`src/hdl/phbm_pkg.sv`:
```
`default_nettype none

package phbm_pkg;

    // Size of the bar bank.
    localparam int MAX_BARS = 256;
    localparam int BAR_AW   = (MAX_BARS > 1) ? $clog2(MAX_BARS) : 1;

    localparam int LEVEL_W  = 19;
    localparam int FALL_W   = 20;
    localparam int HOLD_W   = 3;
    localparam int GAIN_W   = 16;
    localparam int ENERGY_W = 17;
    localparam int ROWS_W   = 8;
    localparam int STEP_W   = 8;
    localparam int CELL_W   = 8;
    localparam int PROD_W   = LEVEL_W + GAIN_W;
    localparam int TPROD_W  = ENERGY_W + ROWS_W;

    localparam logic [ENERGY_W-1:0] ONE_Q16    = 17'd65536;
    localparam logic [LEVEL_W-1:0]  LEVEL_MAX  = '1;
    localparam logic [FALL_W-1:0]   FALL_MAX   = '1;
    localparam logic [GAIN_W-1:0]   IDLE_GAIN  = 16'd55706;
    localparam logic [LEVEL_W-1:0]  SNAP_LIMIT = 19'd128;

    localparam logic [ROWS_W-1:0]   ROW_COUNT_RESET    = 8'd24;
    localparam logic [ENERGY_W-1:0] ENERGY_FLOOR_RESET = 17'd2621;

    localparam int CFG_AW = 3;
    localparam int CFG_DW = 32;

    typedef enum logic {
        REG_ROW_COUNT    = 1'b0,
        REG_ENERGY_FLOOR = 1'b1
    } cfg_reg_t;

    typedef struct packed {
        logic [7:0]          bar_index;
        logic [ENERGY_W-1:0] energy;
        logic                active;
        logic [GAIN_W-1:0]   attack_gain;
        logic [GAIN_W-1:0]   decay_gain;
        logic [HOLD_W-1:0]   hold_reload;
        logic [STEP_W-1:0]   fall_step;
    } item_t;

    typedef struct packed {
        logic [7:0]        bar_out;
        logic [CELL_W-1:0] bar_cells;
        logic [2:0]        eighths;
        logic [CELL_W-1:0] peak_row;
        logic              peak_visible;
    } result_t;

    typedef struct packed {
        logic [ROWS_W-1:0]   row_count;
        logic [ENERGY_W-1:0] energy_floor;
    } cfg_t;

    typedef struct packed {
        logic [LEVEL_W-1:0] bar_level;
        logic [LEVEL_W-1:0] peak_level;
        logic [HOLD_W-1:0]  hold_count;
        logic [FALL_W-1:0]  fall_speed;
    } bar_state_t;

    typedef struct packed {
        logic              en;
        logic [BAR_AW-1:0] addr;
    } ram_rd_t;

    typedef struct packed {
        logic              en;
        logic [BAR_AW-1:0] addr;
        bar_state_t        data;
    } ram_wr_t;

endpackage

`default_nettype wire

```
`src/hdl/phbm_cfg_regs.sv`:
```
`default_nettype none

module phbm_cfg_regs (
    input  wire logic                         clk,
    input  wire logic                         rst_n,
    input  wire logic                         psel,
    input  wire logic                         penable,
    input  wire logic                         pwrite,
    input  wire logic [phbm_pkg::CFG_AW-1:0]  paddr,
    input  wire logic [phbm_pkg::CFG_DW-1:0]  pwdata,
    output logic      [phbm_pkg::CFG_DW-1:0]  prdata,
    output logic                              pready,
    output phbm_pkg::cfg_t                    cfg
);

    logic [phbm_pkg::ROWS_W-1:0]   row_count_reg;
    logic [phbm_pkg::ENERGY_W-1:0] energy_floor_reg;
    phbm_pkg::cfg_reg_t            reg_sel;
    logic                          wr_en;

    // Registers sit on a four-byte stride, so the low address bits only pick a byte.
    assign reg_sel = phbm_pkg::cfg_reg_t'(paddr[2]);
    assign wr_en   = psel && penable && pwrite;
    assign pready  = 1'b1;

    always_ff @(posedge clk or negedge rst_n)
    begin
        if (!rst_n)
        begin
            row_count_reg    <= phbm_pkg::ROW_COUNT_RESET;
            energy_floor_reg <= phbm_pkg::ENERGY_FLOOR_RESET;
        end
        else if (wr_en)
        begin
            case (reg_sel)
                phbm_pkg::REG_ROW_COUNT:    row_count_reg    <= pwdata[phbm_pkg::ROWS_W-1:0];
                phbm_pkg::REG_ENERGY_FLOOR: energy_floor_reg <= pwdata[phbm_pkg::ENERGY_W-1:0];
                default:                    ;
            endcase
        end
    end

    always_comb
    begin
        case (reg_sel)
            phbm_pkg::REG_ROW_COUNT:    prdata = phbm_pkg::CFG_DW'(row_count_reg);
            phbm_pkg::REG_ENERGY_FLOOR: prdata = phbm_pkg::CFG_DW'(energy_floor_reg);
            default:                    prdata = '0;
        endcase
    end

    assign cfg.row_count    = row_count_reg;
    assign cfg.energy_floor = energy_floor_reg;

endmodule

`default_nettype wire

```
`config.mk`:
```
export PLATFORM = sky130hd
export DESIGN_NAME = phbm_cfg_regs
export DESIGN_NICKNAME = d
export VERILOG_FILES = /design/src/hdl/phbm_pkg.sv /design/src/hdl/phbm_cfg_regs.sv
export SDC_FILE = /design/constraint.sdc
export NUM_CORES = 1
export LEC_CHECK = 0
export BUFFER_PORTS_ARGS = -buffer_cell sky130_fd_sc_hd__buf_2
export CORE_UTILIZATION = 36
export CTS_CLUSTER_SIZE = 28
export DETAILED_ROUTE_END_ITERATION = 10
export GPL_ROUTABILITY_DRIVEN = 1
export GPL_TIMING_DRIVEN = 0
export PLACE_DENSITY = 0.86
export SETUP_SLACK_MARGIN = 0.5
export SYNTH_ARGS = -nofsm -noshare
export SYNTH_HDL_FRONTEND = slang
export SYNTH_SLANG_ARGS = --single-unit
```
`constraint.sdc`:
```
create_clock -name clk -period 0.85 [get_ports clk]
set_clock_uncertainty 0.15 [all_clocks]
set_input_delay 0 -clock clk [delete_from_list [all_inputs] [get_ports clk]]
set_output_delay 0 -clock clk [all_outputs]
set_load 0.02 [all_outputs]
```
==> results.sh, run 1 <==
export IMPL_outcome="finished with violations"
export IMPL_violations="hold timing, setup timing"
export IMPL_multi_input_area_sq_um=676
export IMPL_drc=0
export IMPL_wirelength_um=3940
export IMPL_cp_end_kind="output port"
export IMPL_layout_common_cells="71 x buf_6, 32 x mux2_4, 21 x buf_2, 17 x buf_4, 16 x conb_1"
export IMPL_ys_seq_elements=25
export IMPL_vias_per_cell=4.26
export IMPL_p_leak_nw=1.33
export IMPL_diodes=0
export IMPL_syn_area_sq_um=1300
export IMPL_wl_met3_um=158
export IMPL_io_pin_count=98
export IMPL_grtUsageTotal_pct=17.7
export IMPL_place_gp_congestion=0.607
export IMPL_cp_slowest_cell="dfrtp_2"
export IMPL_timing_rr_start="row_count_reg[2]"
export IMPL_ir_drop_v=0.00120
export IMPL_gr_total_overflow=0
export IMPL_wire_per_inst_um=15.9
export IMPL_setup_ws_ns=-0.529
export IMPL_grt_pass1_vias=1047
export IMPL_p_per_area_nw_per_um2=2260
export IMPL_required_ns=0.70
export IMPL_path_cells="mux2_4 -> buf_6"
export IMPL_top_layer_used="met4"
export IMPL_rr_worst_depth=3
export IMPL_critPathMaxFanout=2
export IMPL_finalSetupViolations=67
export IMPL_p_total_w=0.00561
export IMPL_dieArea_sq_um=3850
export IMPL_hpwl_um=1950
export IMPL_nNetsFinal=242
export IMPL_core_sq_um=3390
export IMPL_worst_endpoint_arrival_ns=1.23
export IMPL_nFillCells=231
export IMPL_worst_slew_pin_slew_ns=0.545
export IMPL_slew_limit_headroom_pct=63.7
export IMPL_cts_max_level=1
export IMPL_largest_reg_flops=17
export IMPL_maxCapViolations=0
export IMPL_grt_setup_unrepaired="yes"
export IMPL_die_w_um=62.0
export IMPL_vias=1051
export IMPL_period_minus_slack_ns=1.38
export IMPL_antenna_found_initial=0
export IMPL_postSynthCellCount=90
export IMPL_regToRegSetupSlack_ns=-0.30
export IMPL_fin_crit_sh_pct=162
export IMPL_final_common_cell="buf_6"
export IMPL_cts_path_max_buffers=2
export IMPL_max_stage_delay_ns=0.46
export IMPL_clkSinkCount=25
export IMPL_maxSlewViolCount=0
export IMPL_ys_types=11
export IMPL_cts_tree="built"
export IMPL_clk_pin_slew_worst_paths_ns=0.16
export IMPL_first_pass_iters=4
export IMPL_grt_max_degree=26
export IMPL_hold_slack_ns=-0.540
export IMPL_port_buffers=63
export IMPL_wl_met1_um=1520
export IMPL_dp_cells=213
export IMPL_yosysWarnings=0
export IMPL_drive_gt1_share_pct=87.6
export IMPL_r2r_end="row_count_reg[2]"
export IMPL_final_cells=247
export IMPL_insertion_delay_ns=0.33
export IMPL_hp_class="primary input to async pin"
export IMPL_start_kind="flip-flop"
export IMPL_fin_tns_setup_ns=-20.55
export IMPL_path_class="flip-flop to output port"
export IMPL_cp_num_buf_inv=1
export IMPL_crit_family="flip-flops"
export IMPL_synth_seq_area_share_pct=49.1
export IMPL_antenna_left=0
export IMPL_hold_viol=50
export IMPL_start_util_pct=38.3
export IMPL_die_h_um=62.0
export IMPL_cts_inserted_buffers=3
export IMPL_cts_root_buf="clkbuf_4"
export IMPL_dr_first_iter_drc_count=50
export IMPL_regArea_sq_um=647
export IMPL_rows=21
export IMPL_area_growth_pct=91.0
export IMPL_fmax_mhz=725
export IMPL_avgSynthCellArea_sq_um=14.4
export IMPL_grt_pass1_wl_um=4790
export IMPL_crit_cells=2
export IMPL_wl_met2_um=2150
## routing by layer
layer	vias to the layer above	global-route usage (%)
met5	-	0
met4	0	6.35
met3	8	0.621
met2	44	33.1
met1	507	21.6
li1	492	-
## cell type report
cell class                 count  area share, %
buffer                        19           6.41
clock buffer                   3          0.909
clock inverter                 1          0.202
multi-input combinational     60           27.3
sequential                    25           26.1
tap                           46           2.32
timing repair buffer          93           36.8
## synthesized netlist by cell type, drive strengths merged
cell | n | share of area (%)
nand4b | 1 | 1.8
conb | 2 | 0.58
clkbuf | 1 | 0.29
nand4 | 1 | 1.6
mux2 | 33 | 32
and2 | 9 | 4.3
buf | 18 | 11
dfrtp | 16 | 31
dfstp | 9 | 18
## metrics by stage
stage                     setup slack (ns)  cell area [sq um]  utilization, %  hold WS [ns]
after floorplan                     -0.154               1430               -        -0.446
after global placement              -0.339               1800            53.0        -0.133
after detailed placement            -0.332               1800            53.0        -0.130
after CTS                           -0.467               2330            68.7        -0.495
after global routing                -0.547               2480            73.1        -0.506
final                               -0.529               2480            73.1        -0.540
## worst reg2reg max path, delay by kind of cell (launching register included)
| family | cells | cell delay, ns |
|---|---|---|
| buffers and inverters | 2 | 0.23 |
| DFF | 1 | 0.44 |
| muxes | 1 | 0.25 |
## cells by family after synthesis
| family | share of synthesized area, % |
|---|---|
| buf+inv | 11.0 |
| flops | 49.1 |
| other cells | 0.579 |
| simple gates | 7.81 |
| mux | 31.5 |
## power by group
group / leakage, nW / total (W) / internal, W / switching (W)
clock network: 0.0177 / 0.000582 / 0.000177 / 0.000405
logic: 1.03 / 0.00323 / 0.00196 / 0.00127
registers: 0.278 / 0.00179 / 0.00154 / 0.000254
## how the worst max path moves through the flow
stage | startpoint | endpoint
2_1_floorplan | paddr[2] | energy_floor_reg[10]
3_3_place_gp | paddr[2] | prdata[7]
3_5_place_dp | paddr[2] | prdata[7]
4_1_cts | row_count_reg[0] | prdata[0]
5_1_grt | row_count_reg[3] | prdata[3]
6_report | row_count_reg[6] | prdata[6]
## what timing repair did
item                                    4_1_cts  5_1_grt
gates resized for setup                     102       26
setup buffers                                23        7
hold endpoints to repair                     50       50
endpoints found under the setup margin       67       67
Note: power is estimated with default switching activity, not from simulation.
==> run 2: changes to the inputs <==
PLACE_DENSITY = default   (was 0.86)
PLACE_DENSITY_LB_ADDON = 0.12   (was default)
==> run 2 against run 1 <==
The run still ends with hold timing, setup timing left. Sequential power down 2%. Cell area down 3.7%. Register-to-register slack about the same. Via count up 0.57%. Die area unchanged.
==> results.sh, run 2 (same netlist as run 1, synthesis figures left out) <==
export IMPL_slew_limit_headroom_pct=63.3
export IMPL_p_int_w=0.00352
export IMPL_clkPwrFrac_pct=10.5
export IMPL_largest_reg_flops=17
export IMPL_ir_drop_v=0.00107
export IMPL_finalSetupViolations=67
export IMPL_required_ns=0.70
export IMPL_worst_endpoint_arrival_ns=1.17
export IMPL_worst_slew_pin_slew_ns=0.551
export IMPL_maxSlewViolCount=0
export IMPL_drc=0
export IMPL_grt_setup_unrepaired="yes"
export IMPL_antenna_found_initial=0
export IMPL_die_h_um=62.0
export IMPL_rr_worst_depth=3
export IMPL_vias=1057
export IMPL_critPathMaxFanout=2
export IMPL_sw_frac_of_total_pct=33.3
export IMPL_grtUsageTotal_pct=17.0
export IMPL_outcome="finished with violations"
export IMPL_drive_gt1_share_pct=87.2
export IMPL_dr_first_iter_drc_count=13
export IMPL_period_minus_slack_ns=1.32
export IMPL_fmax_mhz=760
export IMPL_p_per_area_nw_per_um2=2210
export IMPL_wirelength_um=3250
export IMPL_first_pass_iters=2
export IMPL_diodes=0
export IMPL_hold_viol=50
export IMPL_final_common_cell="buf_6"
export IMPL_path_class="flip-flop to output port"
export IMPL_pwr_share_seq_pct=33.2
export IMPL_nNetsFinal=236
export IMPL_rows=21
export IMPL_area_growth_pct=83.9
export IMPL_io_pin_count=98
export IMPL_r2r_end="energy_floor_reg[1]"
export IMPL_fin_crit_sh_pct=155
export IMPL_regToRegSetupSlack_ns=-0.30
export IMPL_cts_path_max_buffers=2
export IMPL_start_kind="flip-flop"
export IMPL_antenna_left=0
export IMPL_timing_rr_start="energy_floor_reg[1]"
export IMPL_power_switching_w=0.00176
export IMPL_vias_per_cell=4.39
export IMPL_grt_pass1_vias=1039
export IMPL_start_util_pct=38.3
export IMPL_maxCapViolations=0
export IMPL_place_gp_congestion=0.660
export IMPL_pwr_share_comb_pct=56.3
export IMPL_gr_total_overflow=0
export IMPL_grt_pass1_wl_um=4690
export IMPL_violations="hold timing, setup timing"
export IMPL_dieArea_sq_um=3850
export IMPL_hp_class="primary input to async pin"
export IMPL_port_buffers=63
export IMPL_utilization_pct=70.4
export IMPL_cts_tree="built"
export IMPL_die_w_um=62.0
export IMPL_grt_max_degree=26
export IMPL_wire_per_inst_um=13.5
export IMPL_hold_slack_ns=-0.516
export IMPL_core_sq_um=3390
export IMPL_cts_max_level=1
export IMPL_p_leak_nw=1.28
export IMPL_hpwl_um=1990
export IMPL_nFillCells=250
export IMPL_cts_inserted_buffers=3
export IMPL_clkSinkCount=25
export IMPL_setup_ws_ns=-0.465
export IMPL_cp_end_kind="output port"
export IMPL_cts_root_buf="clkbuf_4"
export IMPL_clk_pin_slew_worst_paths_ns=0.15
export IMPL_insertion_delay_ns=0.32
export IMPL_layout_common_cells="60 x buf_6, 31 x mux2_4, 22 x buf_2, 21 x buf_4, 16 x conb_1"
## run 2: cell types whose count changed in the layout (fill, tap and decap cells not counted), sizes merged
cell	change
buf	-6
## run 2: through the flow
stage	setup TNS, ns	std cells	setup WS, ns	area [sq um]	total power, W
finish	-18.69	241	-0.465	2390	0.00528
CTS	-17.86	236	-0.460	2280	0.00503
global placement	-7.64	213	-0.304	1800	0.00348
global route	-20.31	241	-0.497	2390	0.00551
floorplan	-3.88	104	-0.154	1430	0.00296
detailed placement	-8.31	213	-0.339	1800	0.00351
## run 2: cell type report
cell class / count / area (sq um) / share of cell area (%)
timing repair buffer: 87 / 823 / 34.5
multi-input combinational: 60 / 672 / 28.2
sequential: 25 / 647 / 27.1
buffer: 19 / 159 / 6.66
tap: 46 / 57.6 / 2.41
clock buffer: 3 / 22.5 / 0.944
clock inverter: 1 / 5.00 / 0.210
## run 2: layer usage
metal	vias up	track usage, %	wire [um]
li1	488	-	-
met1	524	20.2	1260
met2	41	31.6	1810
met3	4	1.86	153
met4	0	5.71	18
met5	-	0	0
## run 2: how the worst max path moves through the flow
| stage | slack [ns] | startpoint | endpoint |
|---|---|---|---|
| after detailed placement | -0.34 | paddr[2] | prdata[7] |
| after CTS | -0.46 | energy_floor_reg[11] | prdata[11] |
| final | -0.47 | row_count_reg[7] | prdata[7] |
| after global placement | -0.30 | pwrite | energy_floor_reg[12] |
| after floorplan | -0.15 | paddr[2] | energy_floor_reg[10] |
| after global routing | -0.50 | row_count_reg[2] | prdata[2] |
## run 2: worst max-delay path, stage by stage (launching register included)
cell and delay, ns:
dfrtp_2 0.44, mux2_4 0.27, buf_6 0.13
## run 2: power groups by stage
stage               combinational (W)  clock [W]  sequential (W)
global placement              0.00175          0         0.00173
global route                  0.00314   0.000589         0.00179
finish                        0.00298   0.000553         0.00175
detailed placement            0.00176          0         0.00175
CTS                           0.00274   0.000556         0.00173
floorplan                    0.000889          0         0.00207
## run 2: what timing repair did
action	4_1_cts	5_1_grt
buffers inserted	19	5
endpoints found under the setup margin	67	67
hold endpoints to repair	50	50
gates resized for setup	96	19
