==> src/hdl/phbm_pkg.sv <==
`default_nettype none

package phbm_pkg;

    // Size of the bar bank.
    localparam int MAX_BARS = 256;
    localparam int BAR_AW   = (MAX_BARS > 1) ? $clog2(MAX_BARS) : 1;

    localparam int LEVEL_W  = 19;
    localparam int FALL_W   = 20;
    localparam int HOLD_W   = 3;
    localparam int GAIN_W   = 16;
    localparam int ENERGY_W = 17;
    localparam int ROWS_W   = 8;
    localparam int STEP_W   = 8;
    localparam int CELL_W   = 8;
    localparam int PROD_W   = LEVEL_W + GAIN_W;
    localparam int TPROD_W  = ENERGY_W + ROWS_W;

    localparam logic [ENERGY_W-1:0] ONE_Q16    = 17'd65536;
    localparam logic [LEVEL_W-1:0]  LEVEL_MAX  = '1;
    localparam logic [FALL_W-1:0]   FALL_MAX   = '1;
    localparam logic [GAIN_W-1:0]   IDLE_GAIN  = 16'd55706;
    localparam logic [LEVEL_W-1:0]  SNAP_LIMIT = 19'd128;

    localparam logic [ROWS_W-1:0]   ROW_COUNT_RESET    = 8'd24;
    localparam logic [ENERGY_W-1:0] ENERGY_FLOOR_RESET = 17'd2621;

    localparam int CFG_AW = 3;
    localparam int CFG_DW = 32;

    typedef enum logic {
        REG_ROW_COUNT    = 1'b0,
        REG_ENERGY_FLOOR = 1'b1
    } cfg_reg_t;

    typedef struct packed {
        logic [7:0]          bar_index;
        logic [ENERGY_W-1:0] energy;
        logic                active;
        logic [GAIN_W-1:0]   attack_gain;
        logic [GAIN_W-1:0]   decay_gain;
        logic [HOLD_W-1:0]   hold_reload;
        logic [STEP_W-1:0]   fall_step;
    } item_t;

    typedef struct packed {
        logic [7:0]        bar_out;
        logic [CELL_W-1:0] bar_cells;
        logic [2:0]        eighths;
        logic [CELL_W-1:0] peak_row;
        logic              peak_visible;
    } result_t;

    typedef struct packed {
        logic [ROWS_W-1:0]   row_count;
        logic [ENERGY_W-1:0] energy_floor;
    } cfg_t;

    typedef struct packed {
        logic [LEVEL_W-1:0] bar_level;
        logic [LEVEL_W-1:0] peak_level;
        logic [HOLD_W-1:0]  hold_count;
        logic [FALL_W-1:0]  fall_speed;
    } bar_state_t;

    typedef struct packed {
        logic              en;
        logic [BAR_AW-1:0] addr;
    } ram_rd_t;

    typedef struct packed {
        logic              en;
        logic [BAR_AW-1:0] addr;
        bar_state_t        data;
    } ram_wr_t;

endpackage

`default_nettype wire

==> src/hdl/phbm_level_pipe.sv <==
`default_nettype none

module phbm_level_pipe (
    input  wire logic                  clk,
    input  wire logic                  rst_n,
    input  wire phbm_pkg::cfg_t        cfg,
    input  wire logic                  item_valid,
    input  wire phbm_pkg::item_t       item,
    output logic                       item_stall,
    output logic                       result_valid,
    output phbm_pkg::result_t          result,
    input  wire logic                  result_stall,
    output phbm_pkg::ram_rd_t          rd,
    input  wire phbm_pkg::bar_state_t  rd_data,
    output phbm_pkg::ram_wr_t          wr
);

    localparam int LW = phbm_pkg::LEVEL_W;
    localparam int FW = phbm_pkg::FALL_W;
    localparam int PW = phbm_pkg::PROD_W;
    localparam int GW = phbm_pkg::GAIN_W;

    function automatic logic [LW-1:0] snap_level(input logic [PW-1:0] p);
        logic [LW-1:0] y;
        y = p[PW-1:GW];
        return (y < phbm_pkg::SNAP_LIMIT) ? '0 : y;
    endfunction

    // ---------------- stage registers ----------------
    logic                          s1_valid_reg, s2_valid_reg, s3_valid_reg, s4_valid_reg;
    phbm_pkg::item_t               s1_item_reg, s2_item_reg, s3_item_reg, s4_item_reg;
    logic                          s1_range_reg, s2_range_reg, s3_range_reg, s4_range_reg;
    logic [phbm_pkg::ENERGY_W-1:0] s1_energy_reg;
    logic [LW-1:0]                 s2_target_reg;
    phbm_pkg::bar_state_t          s2_state_reg, s3_state_reg, s4_state_reg;
    logic [PW-1:0]                 s3_prod_reg;
    logic                          s3_up_reg;
    logic [FW-1:0]                 s3_fall_reg, s4_fall_reg;
    logic [LW-1:0]                 s4_bar_reg;
    logic [PW-1:0]                 s4_peak_prod_reg;
    logic                          result_valid_reg;
    phbm_pkg::result_t             result_reg;

    // ---------------- flow control ----------------
    logic out_free, s4_free, s3_free, s2_free, s1_free;
    logic s4_go, s3_go, s2_go, s1_go;
    logic hazard, accept;

    assign out_free = !result_valid_reg || !result_stall;
    assign s4_free  = !s4_valid_reg || out_free;
    assign s3_free  = !s3_valid_reg || s4_free;
    assign s2_free  = !s2_valid_reg || s3_free;
    assign s1_free  = !s1_valid_reg || s2_free;
    assign s4_go    = s4_valid_reg && out_free;
    assign s3_go    = s3_valid_reg && s4_free;
    assign s2_go    = s2_valid_reg && s3_free;
    assign s1_go    = s1_valid_reg && s2_free;

    // A bar still in flight has not been written back yet, so a second word
    // for the same bar waits until the first has left the last stage.
    assign hazard = (s1_valid_reg && s1_item_reg.bar_index == item.bar_index)
                 || (s2_valid_reg && s2_item_reg.bar_index == item.bar_index)
                 || (s3_valid_reg && s3_item_reg.bar_index == item.bar_index)
                 || (s4_valid_reg && s4_item_reg.bar_index == item.bar_index);

    assign item_stall = !s1_free || hazard;
    assign accept     = item_valid && !item_stall;

    assign rd.en   = accept;
    assign rd.addr = phbm_pkg::BAR_AW'(item.bar_index);

    // ---------------- input: clamp energy ----------------
    logic [phbm_pkg::ENERGY_W-1:0] e_floor, e_clamp;
    logic                          in_range;

    always_comb
    begin
        e_floor = (item.energy < cfg.energy_floor) ? cfg.energy_floor : item.energy;
        e_clamp = (e_floor > phbm_pkg::ONE_Q16) ? phbm_pkg::ONE_Q16 : e_floor;
    end

    assign in_range = (32'(item.bar_index) < 32'(phbm_pkg::MAX_BARS));

    // ---------------- stage 1: target ----------------
    logic [phbm_pkg::TPROD_W-1:0] target_prod;

    assign target_prod = phbm_pkg::TPROD_W'(s1_energy_reg)
                       * phbm_pkg::TPROD_W'(cfg.row_count);

    // ---------------- stage 2: gain multiply ----------------
    logic          s2_up;
    logic [LW-1:0] s2_diff, s2_mul_a;
    logic [GW-1:0] s2_mul_b;
    logic [PW-1:0] s2_prod;
    logic [FW:0]   s2_fall_sum;
    logic [FW-1:0] s2_fall;

    always_comb
    begin
        s2_up   = s2_target_reg > s2_state_reg.bar_level;
        s2_diff = s2_up ? (s2_target_reg - s2_state_reg.bar_level)
                        : (s2_state_reg.bar_level - s2_target_reg);
        if (s2_item_reg.active)
        begin
            s2_mul_a = s2_diff;
            s2_mul_b = s2_up ? s2_item_reg.attack_gain : s2_item_reg.decay_gain;
        end
        else
        begin
            s2_mul_a = s2_state_reg.bar_level;
            s2_mul_b = phbm_pkg::IDLE_GAIN;
        end
        s2_prod     = PW'(s2_mul_a) * PW'(s2_mul_b);
        s2_fall_sum = (FW+1)'(s2_state_reg.fall_speed) + (FW+1)'(s2_item_reg.fall_step);
        s2_fall     = s2_fall_sum[FW] ? phbm_pkg::FALL_MAX : s2_fall_sum[FW-1:0];
    end

    // ---------------- stage 3: new bar level, idle peak product ----------------
    logic [LW-1:0] s3_delta, s3_bar;
    logic [LW:0]   s3_sum;
    logic [PW-1:0] s3_peak_prod;

    always_comb
    begin
        s3_delta = s3_prod_reg[PW-1:GW];
        s3_sum   = (LW+1)'(s3_state_reg.bar_level) + (LW+1)'(s3_delta);
        if (!s3_item_reg.active)
        begin
            s3_bar = snap_level(s3_prod_reg);
        end
        else if (s3_up_reg)
        begin
            s3_bar = s3_sum[LW] ? phbm_pkg::LEVEL_MAX : s3_sum[LW-1:0];
        end
        else
        begin
            s3_bar = s3_state_reg.bar_level - s3_delta;
        end
        s3_peak_prod = PW'(s3_state_reg.peak_level) * PW'(phbm_pkg::IDLE_GAIN);
    end

    // ---------------- stage 4: peak hold and fall ----------------
    phbm_pkg::bar_state_t s4_new;
    logic [LW-1:0]        s4_peak_old, s4_peak_drop;
    phbm_pkg::result_t    s4_result;

    always_comb
    begin
        s4_peak_old  = s4_state_reg.peak_level;
        s4_peak_drop = s4_peak_old - s4_fall_reg[LW-1:0];
        s4_new       = s4_state_reg;
        s4_new.bar_level = s4_bar_reg;
        if (!s4_item_reg.active)
        begin
            s4_new.peak_level = snap_level(s4_peak_prod_reg);
        end
        else if (s4_bar_reg >= s4_peak_old)
        begin
            s4_new.peak_level = s4_bar_reg;
            s4_new.hold_count = s4_item_reg.hold_reload;
            s4_new.fall_speed = '0;
        end
        else if (s4_state_reg.hold_count != '0)
        begin
            s4_new.hold_count = s4_state_reg.hold_count - phbm_pkg::HOLD_W'(1);
        end
        else
        begin
            s4_new.fall_speed = s4_fall_reg;
            if (s4_fall_reg >= FW'(s4_peak_old) || s4_peak_drop < s4_bar_reg)
            begin
                s4_new.peak_level = s4_bar_reg;
            end
            else
            begin
                s4_new.peak_level = s4_peak_drop;
            end
        end

        s4_result.bar_out = s4_item_reg.bar_index;
        if (s4_range_reg)
        begin
            s4_result.bar_cells    = s4_new.bar_level[LW-1:LW-phbm_pkg::CELL_W];
            s4_result.eighths      = s4_new.bar_level[LW-phbm_pkg::CELL_W-1:LW-phbm_pkg::CELL_W-3];
            s4_result.peak_row     = s4_new.peak_level[LW-1:LW-phbm_pkg::CELL_W];
            s4_result.peak_visible = (s4_result.peak_row > s4_result.bar_cells)
                                  && (s4_result.peak_row < cfg.row_count);
        end
        else
        begin
            s4_result.bar_cells    = '0;
            s4_result.eighths      = '0;
            s4_result.peak_row     = '0;
            s4_result.peak_visible = 1'b0;
        end
    end

    assign wr.en   = s4_go && s4_range_reg;
    assign wr.addr = phbm_pkg::BAR_AW'(s4_item_reg.bar_index);
    assign wr.data = s4_new;

    // ---------------- valid bits ----------------
    always_ff @(posedge clk or negedge rst_n)
    begin
        if (!rst_n)
        begin
            s1_valid_reg     <= 1'b0;
            s2_valid_reg     <= 1'b0;
            s3_valid_reg     <= 1'b0;
            s4_valid_reg     <= 1'b0;
            result_valid_reg <= 1'b0;
        end
        else
        begin
            if (s1_free)
            begin
                s1_valid_reg <= accept;
            end
            if (s2_free)
            begin
                s2_valid_reg <= s1_valid_reg;
            end
            if (s3_free)
            begin
                s3_valid_reg <= s2_valid_reg;
            end
            if (s4_free)
            begin
                s4_valid_reg <= s3_valid_reg;
            end
            if (out_free)
            begin
                result_valid_reg <= s4_valid_reg;
            end
        end
    end

    // ---------------- payload ----------------
    always_ff @(posedge clk)
    begin
        if (accept)
        begin
            s1_item_reg   <= item;
            s1_range_reg  <= in_range;
            s1_energy_reg <= e_clamp;
        end
        if (s1_go)
        begin
            s2_item_reg   <= s1_item_reg;
            s2_range_reg  <= s1_range_reg;
            s2_state_reg  <= rd_data;
            s2_target_reg <= target_prod[phbm_pkg::TPROD_W-2:phbm_pkg::TPROD_W-2-LW+1];
        end
        if (s2_go)
        begin
            s3_item_reg  <= s2_item_reg;
            s3_range_reg <= s2_range_reg;
            s3_state_reg <= s2_state_reg;
            s3_prod_reg  <= s2_prod;
            s3_up_reg    <= s2_up;
            s3_fall_reg  <= s2_fall;
        end
        if (s3_go)
        begin
            s4_item_reg      <= s3_item_reg;
            s4_range_reg     <= s3_range_reg;
            s4_state_reg     <= s3_state_reg;
            s4_bar_reg       <= s3_bar;
            s4_peak_prod_reg <= s3_peak_prod;
            s4_fall_reg      <= s3_fall_reg;
        end
        if (s4_go)
        begin
            result_reg <= s4_result;
        end
    end

    assign result_valid = result_valid_reg;
    assign result       = result_reg;

endmodule

`default_nettype wire

==> config.mk <==
export PLATFORM = sky130hd
export DESIGN_NAME = phbm_level_pipe
export DESIGN_NICKNAME = d
export VERILOG_FILES = /design/src/hdl/phbm_pkg.sv /design/src/hdl/phbm_level_pipe.sv
export SDC_FILE = /design/constraint.sdc
export NUM_CORES = 2
export LEC_CHECK = 0
export ABC_AREA = 1
export BUFFER_PORTS_ARGS = -buffer_cell sky130_fd_sc_hd__buf_2
export CAP_MARGIN = 40
export CORE_ASPECT_RATIO = 1.4
export CORE_MARGIN = 4
export CORE_UTILIZATION = 50
export CTS_CLUSTER_SIZE = 40
export DETAILED_ROUTE_END_ITERATION = 7
export PLACE_DENSITY = 0.7
export SYNTH_ARGS = -nofsm -noshare
export SYNTH_HDL_FRONTEND = slang
export SYNTH_SLANG_ARGS = --single-unit
==> constraint.sdc <==
create_clock -name clk -period 7.15 [get_ports clk]
set_input_delay 0.3575 -clock clk [delete_from_list [all_inputs] [get_ports clk]]
set_output_delay 0.3575 -clock clk [all_outputs]
set_load 0.005 [all_outputs]
==> impl_metrics.toml <==
[cells_and_area]
seq_area_um2 = 13800
syn2layout_area_growth_pct = 23.8
multiInputGateArea_um2 = 27300
final_area_um2 = 54100
fillCellCount = 7127
fin_util_pct = 62.3
drive_gt1_share_pct = 21.0
layout.nets = 6528

[worst_hold_path]
min_path_type = "in2reg"
hold_start = "result_stall"

[timing]
timing_hold_violations_final = 0
maxSlewHeadroom_pct = 38.8
slew_viol_final = 0
period_share_pct = 104
setup_ws_ns = -0.298
worstMarginPinSlew_ns = 0.918
finClkSkew_ns = 0.0517
rsz0062_at_grt = "yes"
setup_viol = 19
fin_crit_ns = 7.45
fmax_mhz = 134

[synth]
synth.distinct_cells = 69
synth_edf_count = 454
synthArstFlopShare_pct = 1.09
synth_top_cell_area_share_pct = 31.2
ys_warn_count = 0
yosysTopAreaCell = "edfxtp_1"
syn_area_um2 = 43700
synth_sequential_area_ratio_pct = 31.5
synth_ff_type = "edfxtp_1"
ys_ff_latch = 459
netlist_instances = 4756
syn_nets = 5818
ys_top_cells_by_area = "edfxtp_1 31%, fa_1 20%, ha_1 13%, inv_1 8.4%, nand2_1 7.3%"
syn_avg_cell_area_um2 = 9.18

[route]
firstDrtPassIters = 7
viasPerCell = 5.34
wl_per_cell_um = 19.5
num_vias = 35700
maxUsedRoutingLayer = "met4"
drc = 0
route.met3.wl_um = 6490
ant_nets = 0
wl_um = 130000
dr_wl_met2_um = 68000
wl_met1_um = 46200
drtIter0Drc = 2378

[global_route]
grt_max_degree = 125
grt-ovfl-total = 0
grt_pass1_wl_um = 201000
first_global_vias = 37700
track_usage_pct = 27.9
antenna_found_initial = 4

[setup_path]
reg2reg_from = "s2_state_reg[42]$_DFFE_PP_"
arrival_ns = 7.83
cp_max_fo = 4
slowest_stage = "fa_1"
end_kind = "flip-flop"
r2r-end = "s3_prod_reg[33]$_DFFE_PP_"
cpPeakStageDelay_ns = 0.58
reg2reg_setup_slack_ns = -0.30
startpoint_type = "flip-flop"
startpoint = "s2_state_reg[42]$_DFFE_PP_"
crit_type = "reg2reg"
critPathCapture = "s3_prod_reg[33]$_DFFE_PP_"
crit_required_ns = 7.53
reg2reg_depth = 34
crit_top_cell = "fa_1"

[place]
gp_congestion = 1.02
portBuffers = 267
dpl-instance-area_um2 = 48600
dp_hpwl_um = 102000
dp_slack_ns = -0.679

[run_status]
status = "finished, violations left"
violations = "setup timing"

[clocking]
cts_root_buf = "clkbuf_16"
clk_pin_slew_worst_paths_ns = 0.06
cts.htree.levels = 2
cts_tree = "yes"
cts.sinks = 459
clock_latency_ns = 0.64
cts_buffer_depth = 3
cts_buffers = 48

[die]
fp.dieArea_um2 = 92200
core.rowCount = 128
initial_utilization_pct = 50.3
die_x_um = 258
core_um2 = 86800
die_y_um = 358
ios = 268

[job]
drv_cap = 0
## kinds of logic (layout without fill, tap and decap cells)
logic type      Yosys count  in the layout  share of synthesized area, %
compound gates          701            701                          8.93
xor+xnor                116            116                          2.33
fa+ha+maj               903            903                          33.3
buf+inv                1120           1870                          10.0
flops                   459            459                          31.5
mux                       3              3                        0.0688
other cells               0              2                             0
simple gates           1454           1454                          13.8
## cell usage in the layout, fill, tap and decap left out, types with 49 or more instances in the layout
master,n
a21oi_1,285
buf_2,267
buf_4,337
buf_6,49
clkbuf_16,50
dlygate4sd3_1,112
edfxtp_1,454
fa_1,409
ha_1,432
inv_1,913
inv_2,62
nand2_1,794
nand2_2,51
nand3_1,109
nor2_1,297
o21ai_0,178
xor2_1,82
## through the flow
stage               TNS (ns)  hold slack [ns]  instances
floorplan                  0           0.0619       4756
detailed placement     -9.93            0.193       6406
global placement       -8.99            0.199       6403
global route           -7.97           0.0364       6677
CTS                   -0.461         0.000392       6653
finish                 -3.91           0.0322       6678
## how the worst min path moves through the flow
stage	end	slack, ns	cells past startpoint
CTS	result_valid$_DFFE_PN0P_	0.0004	3
global route	s1_item_reg[63]$_DFFE_PP_	0.04	1
finish	result_valid$_DFFE_PN0P_	0.03	3
floorplan	result_valid$_DFFE_PN0P_	0.06	0
detailed placement	s1_valid_reg$_DFFE_PN0N_	0.19	1
global placement	s1_valid_reg$_DFFE_PN0N_	0.20	1
## Yosys cell counts (all sizes together), types with 5 or more instances
master,n
nand4,31
a31oi,23
o21a,15
a21o,7
nor4,21
nor2,349
or2,18
a21oi,325
nor3,34
o31ai,5
nand2,857
o211ai,14
clkbuf,68
dfrtp,5
o22ai,29
nand3,132
o21ai,228
inv,984
ha,470
o21bai,11
a211oi,5
fa,433
xor2,87
xnor2,29
edfxtp,454
o2111ai,11
nand3b,5
buf,65
## worst max-delay path: cells and delay by family, from the launching register on
family	cells	cell delay, ns
xor+xnor	1	0.15
buf+inv	9	0.96
flops	1	0.45
simple gates	13	1.67
compound gates	3	0.25
fa+ha+maj	8	3.71
## metal layers
metal | up-vias | GRT usage (%)
li1 | 16700 | -
met1 | 17200 | 30.4
met2 | 1292 | 52.5
met3 | 474 | 2.92
met4 | 0 | 16.3
met5 | - | 0
## area by class of cell
type / instances / area share (%)
repair buffers: 793 / 11.3
diodes: 2 / 0.00926
clock buffers: 53 / 2.26
well taps: 1170 / 2.71
inverters: 987 / 6.92
clock inverters: 37 / 0.891
multi-input cells: 3177 / 50.5
flip-flops and latches: 459 / 25.5
## repair_timing
action,in CTS,in global routing
hold endpoints to repair,116,0
gates resized for setup,331,177
gates cloned,1,2
hold buffers,112,0
setup endpoints to repair,19,19
pin swaps,122,84
buffers inserted,46,23
Power is not shown: default switching activity piles up to over one toggle a cycle in this logic, so the estimate is an artifact.
